--- src/hw/rtl/csppu_pkg.sv ---
// Package: shared types, constants and helper functions of the prefetch predictor.
`timescale 1ns / 1ps

package csppu_pkg;

  localparam int unsigned TableEntriesDef = 64;
  localparam logic [31:0] LastReset       = 32'd5;

  localparam logic [4:0] OffBitsReset = 5'd6;
  localparam logic [4:0] SetBitsReset = 5'd6;

  typedef enum logic [1:0] {
    CFG_LINE_OFFSET = 2'd0,
    CFG_SET_INDEX   = 2'd1,
    CFG_FALLBACK    = 2'd2
  } csppu_cfg_e;

  typedef enum logic [1:0] {
    KIND_CORR   = 2'd0,
    KIND_STRIDE = 2'd1,
    KIND_NEXT   = 2'd2
  } csppu_kind_e;

  typedef enum logic [1:0] {
    CONF_INIT   = 2'd0,
    CONF_TRANS  = 2'd1,
    CONF_STEADY = 2'd2,
    CONF_NONE   = 2'd3
  } csppu_conf_e;

  typedef enum logic [2:0] {
    ST_IDLE,
    ST_CMP,
    ST_UPD,
    ST_PRI,
    ST_CAND,
    ST_EMIT
  } csppu_state_e;

  typedef struct packed {
    logic cap_hit;
    logic cap_prior;
    logic ins;
    logic upd;
  } csppu_cell_ctrl_t;

  function automatic logic [1:0] next_conf(input logic [1:0] c, input logic ok);
    logic [1:0] r;
    if (ok) begin
      r = (c == CONF_NONE) ? CONF_TRANS : CONF_STEADY;
    end else begin
      case (c)
        CONF_INIT:   r = CONF_TRANS;
        CONF_TRANS:  r = CONF_NONE;
        CONF_STEADY: r = CONF_INIT;
        default:     r = CONF_NONE;
      endcase
    end
    return r;
  endfunction

  function automatic logic [31:0] block_of(input logic [31:0] a, input logic [4:0] ob);
    logic [32:0] low;
    low = (33'd1 << ob) - 33'd1;
    return a & ~low[31:0];
  endfunction

  function automatic logic [31:0] next_line(input logic [31:0] a, input logic [4:0] ob,
                                            input logic [4:0] ib);
    logic [63:0] mask;
    logic [63:0] idx;
    logic [63:0] tag;
    logic [5:0]  sh;
    logic [63:0] res;
    mask = (64'd1 << ib) - 64'd1;
    sh   = {1'b0, ob} + {1'b0, ib};
    idx  = ({32'd0, a} >> ob) & mask;
    tag  = {32'd0, a} >> sh;
    if (idx < mask) begin
      idx = idx + 64'd1;
    end else begin
      idx = 64'd0;
      tag = tag + 64'd1;
    end
    res = (tag << sh) | (idx << ob);
    return res[31:0];
  endfunction

endpackage

--- src/hw/rtl/csppu_cell.sv ---
// One correlation table entry: storage, local compares and in-place update.
`timescale 1ns / 1ps

module csppu_cell
  import csppu_pkg::*;
(
  input  logic             clk_i,
  input  logic             rst_ni,
  input  csppu_cell_ctrl_t ctrl_i,
  input  logic [31:0]      key_i,
  input  logic [31:0]      last_i,
  output logic             hit_o,
  output logic             prior_hit_o,
  output logic [31:0]      block_o,
  output logic [1:0]       conf_o
);

  logic        valid_q;
  logic        hit_q;
  logic        prior_hit_q;
  logic [31:0] block_q;
  logic [31:0] prior_q;
  logic [1:0]  conf_q;

  always_ff @(posedge clk_i or negedge rst_ni) begin
    if (!rst_ni) begin
      valid_q     <= 1'b0;
      hit_q       <= 1'b0;
      prior_hit_q <= 1'b0;
    end else begin
      if (ctrl_i.cap_hit) begin
        hit_q <= valid_q && (block_q == key_i);
      end
      if (ctrl_i.cap_prior) begin
        prior_hit_q <= valid_q && (prior_q == key_i);
      end
      if (ctrl_i.ins) begin
        valid_q <= 1'b1;
      end
    end
  end

  always_ff @(posedge clk_i) begin
    if (ctrl_i.ins) begin
      block_q <= key_i;
      prior_q <= last_i;
      conf_q  <= CONF_INIT;
    end else if (ctrl_i.upd) begin
      prior_q <= last_i;
      conf_q  <= next_conf(conf_q, prior_q == last_i);
    end
  end

  assign hit_o       = hit_q;
  assign prior_hit_o = prior_hit_q;
  assign block_o     = block_q;
  assign conf_o      = conf_q;

endmodule

--- config.mk ---
export PLATFORM = sky130hd
export DESIGN_NAME = csppu_cell
export DESIGN_NICKNAME = d
export VERILOG_FILES = /design/src/hw/rtl/csppu_pkg.sv /design/src/hw/rtl/csppu_cell.sv
export SDC_FILE = /design/constraint.sdc
export NUM_CORES = 1
export LEC_CHECK = 0
export BUFFER_PORTS_ARGS = -buffer_cell sky130_fd_sc_hd__clkbuf_2
export CORE_UTILIZATION = 45
export CTS_CLUSTER_DIAMETER = 30
export CTS_CLUSTER_SIZE = 25
export DETAILED_ROUTE_END_ITERATION = 10
export PLACE_DENSITY = 0.71
export SYNTH_ARGS = -nofsm -noshare
export SYNTH_HDL_FRONTEND = slang
export SYNTH_SLANG_ARGS = --single-unit
export TNS_END_PERCENT = 5
--- constraint.sdc ---
create_clock -name clk_i -period 3.91 [get_ports clk_i]
set_input_delay 0.391 -clock clk_i [delete_from_list [all_inputs] [get_ports clk_i]]
set_output_delay 0.391 -clock clk_i [all_outputs]
set_load 0.005 [all_outputs]
Yosys cells after proc, flatten, opt, wreduce, memory -nomap -nowiden
Index checks and enable logic that the tools add are counted.

Register bits after elaboration: 69. Bits of input ports: 70. Output and inout bits: 36.

Equality and inequality tests: 5. Multiplexer cells: 5. Reductions and logical operators: 4.

Operators with widths (number): 32-bit == test (3); 32-bit 2-to-1 mux (2); 2-bit == test (second input constant) (2); 2-bit 2-to-1 mux (2); 2-bit case mux with 2 select lines (1); 1-bit logical AND (2); 2-bit logical NOT (1); 2-bit nonzero test (1).

Logic depth before layout (Yosys ltp)
Gate-level depths: netlist of the first run.

Word-level depth: 3. Depth in mapped cells: 5. Mapped depth without buffers: 5.

Least setup slack after synthesis of the first run
OpenSTA, ideal clock, no wires.

Path kind: reg2reg. From: reg block_q[20] (netlist: block_o[20]). To: reg hit_q (netlist: hit_o). Arrival: 1532 ps. Setup slack: 2295 ps. Cell stages (with the launch flop): 6. Path buffers: 0. Cell sequence: edfxtp_1 -> xor2_1 -> nor4_1 -> nand4_1 -> or4_1 -> o22ai_1.

Word-level cells in the longest chain between the ends: 2.

Ends and longest elaborated chain: from (decl) (RTL line csppu_cell.sv:21) `logic [31:0] block_q;`; from (signal assigned) (RTL line csppu_cell.sv:45) `block_q <= key_i;`; 32-bit == test (RTL line csppu_cell.sv:32) `hit_q <= valid_q && (block_q == key_i);`; 1-bit logical AND (RTL line csppu_cell.sv:32); to (signal assigned) (RTL line csppu_cell.sv:32); to (decl) (RTL line csppu_cell.sv:19) `logic hit_q;`.

No other way between the ends. A chain may end at the register's enable or synchronous reset.

Worst setup path in the final report of the first run
From: reg prior_q[30]. To: reg conf_q[1] (netlist: conf_o[1]).

Word-level cells in the longest chain between the ends: 2.

Ends and longest elaborated chain: from (decl) (RTL line csppu_cell.sv:22) `logic [31:0] prior_q;`; from (signal assigned) (RTL line csppu_cell.sv:46) `prior_q <= last_i;`; from (signal assigned) (RTL line csppu_cell.sv:49) `prior_q <= last_i;`; 32-bit == test (RTL line csppu_cell.sv:50) `conf_q <= next_conf(conf_q, prior_q == last_i);`; 2-bit 2-to-1 mux (RTL line csppu_pkg.sv:49) `if (ok) begin`; to (signal assigned) (RTL line csppu_cell.sv:50); to (decl) (RTL line csppu_cell.sv:23) `logic [1:0] conf_q;`.

No other way between the ends.

==> impl_metrics.yaml, run 1 <==
floorplanning:
  die_height_um: 86.1
  start_util: 0.468
  design.die.area_sq_um: 7410
  die_w_um: 86.1
  rows: 30
  core_area_sq_um: 6790
  pin_count: 106
timing:
  finalClockSkew_ns: 0.0115
  finalSetupViolCount: 0
  grt_setup_unrepaired: "false"
  setup_ws_ns: 2.03
  period_needed_ns: 1.88
  hold_violations: 0
  min_period_over_period: 0.480
  clock.fmax_mhz: 533
  worstMarginPinSlew_ns: 0.779
  setup_total_negative_slack_ns: 0
  drv_slew: 0
  maxSlewHeadroom: 0.481
hold_path:
  hold_class: "input port to flip-flop"
route:
  wl_um: 7130
  wl_per_cell_um: 16.5
  firstDrtPassIters: 4
  vias: 2147
  drc: 0
  antenna_left: 0
  viasPerCell: 4.97
  drt_iter0_drc: 92
logic_synthesis:
  synth_top_cell_area_share: 0.604
  synthesis.nets: 283
  syn_area_sq_um: 3180
  seq_area_frac_synth: 0.641
  netlist_instances: 213
  syn_avg_cell_area_sq_um: 14.9
  synth_seq_cells: 69
  netlist_top_cells_area: "edfxtp_1 (60%), xor2_1 (20%), xnor2_1 (6.6%)"
  yosysWarnings: 0
  yosysTopAreaCell: "edfxtp_1"
  ys_types: 19
layout:
  n_antenna_cell: 0
  seq_area_sq_um: 2040
  nets: 401
  drive_above_1_share: 0.366
  final_common_cell: "clkbuf_2"
  nFillCells: 565
  multi_input_area_sq_um: 1130
  syn2layout_area_growth_pct: 27.3
  final_cell_mix: "clkbuf_2 (105), xor2_1 (72), edfxtp_1 (64), xnor2_1 (24), nor4_1 (18)"
global_routing:
  antenna_found_initial: 0
  grt_first_pass_wirelength_um: 11000
  grt_overflow: 0
  grt_pass1_vias: 2105
  grt_max_degree: 36
  grtUsageTotal: 0.207
clock_network:
  cts_made_buffers: 9
  clkTransAtPathRegs_ns: 0.08
  cts_resized: 0
  cts_buffer_depth: 2
  worstSkewPairLatency_ns: 0.34
  h-tree-depth: 3
  numClockSinks: 69
  cts-root-buf: "clkbuf_8"
  cts_tree: "yes"
worst_setup_path:
  cp_num_buf_inv: 0
  worstPathMaxFanout: 3
  cpMaxStageDelayCell: "edfxtp_1"
  cp-end-kind: "flip-flop"
  crit_family: "simple AND/OR/NAND/NOR gates"
  cp_data_arrival_time_ns: 2.11
  required_ns: 4.14
  cp-start-kind: "flip-flop"
  cpPeakStageDelay_ns: 0.43
  path_class: "flip-flop to flip-flop"
  crit_chain: "xor2_1 > nor4_1 > nand4_1 > or2_0 > a2111oi_2"
outcome:
  outcome: "completed"
pwr:
  max-vdd-ir-drop_mv: 0.271
  p_leak_nw: 1.64
  power_density_nw_per_um2: 436
place:
  io_buffers: 105
  dpl.hpwl_um: 5690
  gp_congestion: 0.808
  post-place-ws_ns: 1.96
flow_run:
  drv_cap: 0
## per-layer routing
layer	GRT usage	part of all wire
met5	0	0
met4	0.0591	0.0073
met3	0.0539	0.058
met2	0.320	0.47
met1	0.290	0.46
## path summary, 6_finish.rpt
check	slack [ns]	endpoint	depth (start not counted)	from
worst max-delay path	2.03	conf_o[1]$_SDFFE_PP0P_	5	prior_q[30]$_DFFE_PP_
worst min-delay path	0.25	prior_q[20]$_DFFE_PP_	1	last_i[20]
worst max register to register	2.03	conf_o[1]$_SDFFE_PP0P_	5	prior_q[30]$_DFFE_PP_
worst min register to register	0.51	valid_q$_DFFE_PN0P_	1	valid_q$_DFFE_PN0P_
max in group asynchronous	3.41	valid_q$_DFFE_PN0P_	2	rst_ni
min in group asynchronous	0.39	prior_hit_o$_DFFE_PN0P_	2	rst_ni
## flip-flops by register name, indices dropped and copies added (netlist names), named ones only
name,cells
valid_q,1
conf_o,1
prior_hit_o,1
block_o,32
hit_o,1
prior_q,32
## cells by family after synthesis
family,count (synthesis),share of synthesized area
AOI/OAI and AO/OA,4,0.0130
xor gates and xnor gates,96,0.264
buffers and inverters,2,0.00236
DFF,69,0.641
and+or+nand+nor,42,0.0795
## report_power, final
part	total [mW]	switching, mW	internal, mW
clock	0.609	0.256	0.353
combinational	0.231	0.118	0.113
sequential	0.925	0.0484	0.876
total	1.76	0.422	1.34
## metrics by stage
step | hold slack, ns | cells | util | power [mW] | area, sq um
2_1_floorplan | 0.0954 | 213 | - | 1.04 | 3180
3_3_place_gp | 0.195 | 415 | 0.564 | 1.17 | 3830
3_5_place_dp | 0.195 | 415 | 0.564 | 1.17 | 3830
4_1_cts | 0.239 | 432 | 0.596 | 1.78 | 4050
5_1_grt | 0.236 | 432 | 0.596 | 1.83 | 4050
6_report | 0.253 | 432 | 0.596 | 1.76 | 4050
## cell type report
| cell class | instances | share of cell area |
|---|---|---|
| inverters | 2 | 0.00185 |
| clock inverters | 6 | 0.0192 |
| multi-input cells | 142 | 0.280 |
| clock buffers | 10 | 0.0315 |
| flip-flops and latches | 69 | 0.503 |
| repair buffers | 107 | 0.134 |
| well taps | 96 | 0.0297 |
## cells in the mapped netlist
| library cell | n |
|---|---|
| xor2_1 | 72 |
| edfxtp_1 | 64 |
| xnor2_1 | 24 |
| nor4_1 | 18 |
| nand4_1 | 10 |
| dfrtp_1 | 3 |
| nand3_1 | 3 |
| nor2_1 | 3 |
| dfxtp_1 | 2 |
| inv_1 | 2 |
| nor2b_1 | 2 |
| or2_2 | 2 |
| or4_1 | 2 |
| a2111oi_2 | 1 |
| a211oi_1 | 1 |
| nor3_1 | 1 |
| o22ai_1 | 1 |
| o22ai_2 | 1 |
| or2_0 | 1 |
## repair_timing
| item | CTS | global route |
|---|---|---|
| setup buffers | 0 | 0 |
| endpoints found under the hold margin | 3 | 0 |
| hold buffers | 1 | 0 |
## worst register-to-register path: stages (launching register included)
cell and delay [ns]:
edfxtp_1 0.43, xor2_1 0.19, nor4_1 0.35, nand4_1 0.25, or2_0 0.28, a2111oi_2 0.29
(Power assumes the default switching activity.)
==> run 2, diff against run 1 <==
ABC_AREA = 1   (was default)
PLACE_DENSITY = 0.73   (was 0.71)
clock period = 1.7 ns   (was 3.91 ns; I/O delays follow)
==> impl_metrics.yaml, run 2 <==
floorplanning:
  die_height_um: 91.9
  core_area_sq_um: 7770
  start_util: 0.469
  design.die.area_sq_um: 8450
  pin_count: 106
  rows: 32
  die_w_um: 91.9
logic_synthesis:
  syn_area_sq_um: 3640
  yosysWarnings: 0
  synth_common_cells: "nand2_1 (132), edfxtp_1 (64), inv_1 (62), nor2_1 (33), xnor2_1 (29)"
  yosysMostFrequentCell: "nand2_1"
  synth_top_cell_area_share: 0.528
  syn_avg_cell_area_sq_um: 9.05
  ys_types: 18
  synthFlopType: "edfxtp_1"
  synthesis.nets: 472
  netlist_instances: 402
  synthArstFlopShare: 0.0435
  synth_seq_cells: 69
  yosysTopAreaCell: "edfxtp_1"
  synth_edf_count: 64
  seq_area_frac_synth: 0.560
  netlist_top_cells_area: "edfxtp_1 (53%), nand2_1 (14%), xnor2_1 (7.0%)"
route:
  wl_per_cell_um: 13.4
  vias: 3005
  wl_um: 8430
  antenna_left: 0
  drt_iter0_drc: 149
  drc: 0
  firstDrtPassIters: 4
  viasPerCell: 4.78
worst_setup_path:
  timing.rr.end: "conf_o[1]$_SDFFE_PP0P_"
  required_ns: 1.93
  rrSetupSlack_ns: 0.22
  reg2reg_depth: 8
  cp_data_arrival_time_ns: 1.70
  cp-end-kind: "flip-flop"
  timing.rr.start: "prior_q[29]$_DFFE_PP_"
  cp-start-kind: "flip-flop"
  path_class: "flip-flop to flip-flop"
  worstPathMaxFanout: 3
clock_network:
  worstSkewPairLatency_ns: 0.34
  cts_tree: "yes"
  cts_buffer_depth: 2
  clkTransAtPathRegs_ns: 0.08
  cts_resized: 0
  cts_made_buffers: 9
  numClockSinks: 69
  post_cts_buffers: 0
  cts-root-buf: "clkbuf_8"
  h-tree-depth: 3
timing:
  maxSlewHeadroom: 0.767
  grt_setup_unrepaired: "false"
  hold_violations: 0
  finalSetupViolCount: 0
  finalClockSkew_ns: 0.00954
  drv_slew: 0
  worstMarginPinSlew_ns: 0.347
  setup_total_negative_slack_ns: 0
  period_needed_ns: 1.48
  clock.fmax_mhz: 676
  min_period_over_period: 0.870
global_routing:
  grtUsageTotal: 0.205
  antenna_found_initial: 0
  grt_pass1_vias: 2898
  grt_overflow: 0
  grt_first_pass_wirelength_um: 13300
  grt_max_degree: 22
place:
  gp_congestion: 0.811
  place_area_sq_um: 4320
  place_inst: 613
  dpl.hpwl_um: 6750
  io_buffers: 105
layout:
  final_core_util: 0.577
  final_cells: 629
  syn2layout_area_growth_pct: 23.1
  final_common_cell: "nand2_1"
  final_cell_mix: "nand2_1 (132), clkbuf_2 (105), edfxtp_1 (64), inv_1 (62), nor2_1 (33)"
  final_cell_area_sq_um: 4480
  drive_above_1_share: 0.250
  nFillCells: 731
  nets: 593
  n_antenna_cell: 0
hold_path:
  min_from: "key_i[1]"
  hold_class: "input port to flip-flop"
  min_to: "block_o[1]$_DFFE_PP_"
  whs_path_depth: 1
pwr:
  switching_share: 0.270
  power_density_nw_per_um2: 860
  pwr-share-seq: 0.550
  switchingPower_mw: 1.04
  pwr-share-comb: 0.167
  p_int_mw: 2.81
  p_clk_frac: 0.283
  p_leak_nw: 2.12
  max-vdd-ir-drop_mv: 0.349
  totalPowerFinal_mw: 3.85
outcome:
  outcome: "completed"
flow_run:
  drv_cap: 0
==> run 2: cell count changes after synthesis, moves of 2 or more <==
cell     before  now
o21ai_0       0    8
nor2_1        3   33
a21oi_1       0    3
xnor2_1      24   29
nand3_1       3    5
nor3_1        1    8
xor2_1       72   18
nor4_1       18    2
or4_1         2    0
or2_2         2   13
nand2_1       0  132
nor2b_1       2    0
inv_1         2   62
o22ai_1       1    7
==> run 2: layout make-up <==
| class | instances | area [sq um] | share of cell area |
|---|---|---|---|
| repair buffers | 110 | 566 | 0.126 |
| well taps | 102 | 128 | 0.0285 |
| clock inverters | 4 | 16.3 | 0.00363 |
| flip-flops and latches | 69 | 2040 | 0.455 |
| multi-input cells | 271 | 1370 | 0.306 |
| inverters | 62 | 233 | 0.0519 |
| clock buffers | 11 | 131 | 0.0293 |
==> run 2: repair_timing <==
action	4_1_cts	5_1_grt
hold buffers	1	0
setup endpoints to repair	0	0
endpoints found under the hold margin	3	0
==> run 2: stage by stage <==
step | hold slack, ns | worst slack (ns)
finish | 0.0295 | 0.221
global route | 0.0248 | 0.0689
CTS | 0.0177 | 0.218
detailed placement | -0.0293 | 0.244
global placement | -0.0245 | 0.266
floorplan | -0.126 | 0.393
==> run 2: worst max path at each step <==
stage                                      from                endpoint  slack, ns  cells past startpoint
after global placement    prior_q[23]$_DFFE_PP_               flip-flop       0.27                      8
after global routing      prior_q[29]$_DFFE_PP_  conf_o[1]$_SDFFE_PP0P_       0.07                      8
after floorplan                       ctrl_i[0]    prior_q[0]$_DFFE_PP_       0.39                      2
final                     prior_q[29]$_DFFE_PP_  conf_o[1]$_SDFFE_PP0P_       0.22                      8
after detailed placement  prior_q[23]$_DFFE_PP_               flip-flop       0.24                      8
after CTS                 prior_q[23]$_DFFE_PP_               flip-flop       0.22                      8
==> run 2: power by group through the flow <==
stage	sequential [mW]	clock (mW)	combinational, mW
floorplan	2.15	0	0.351
global placement	2.15	0	0.632
detailed placement	2.16	0	0.647
CTS	2.12	1.10	0.653
global route	2.14	1.18	0.730
finish	2.12	1.09	0.645
==> run 2: critical path, stage by stage (launching register included) <==
cell and delay [ns]:
edfxtp_1 0.43, xnor2_1 0.31, nand2_1 0.10, nor2_1 0.15, nand2_1 0.07, nor2_1 0.09
nand3_1 0.08, nand3_1 0.08, nand2_1 0.05
==> run 2: cell families (layout without fill, tap and decap cells) <==
logic type / Yosys count / in the layout / synth area share
AND/OR/NAND/NOR: 204 / 204 / 0.233
flip-flops: 69 / 69 / 0.560
XOR/XNOR: 47 / 47 / 0.113
buffers and inverters: 62 / 187 / 0.0639
AO/OA/AOI/OAI: 20 / 20 / 0.0306
==> run 2: routing by layer <==
metal  vias up  GRT usage  wire (um)
li1       1533          -          -
met1      1381      0.264       3820
met2        82      0.346       4110
met3         9     0.0340        405
met5         -          0          0
met4         0     0.0755         93
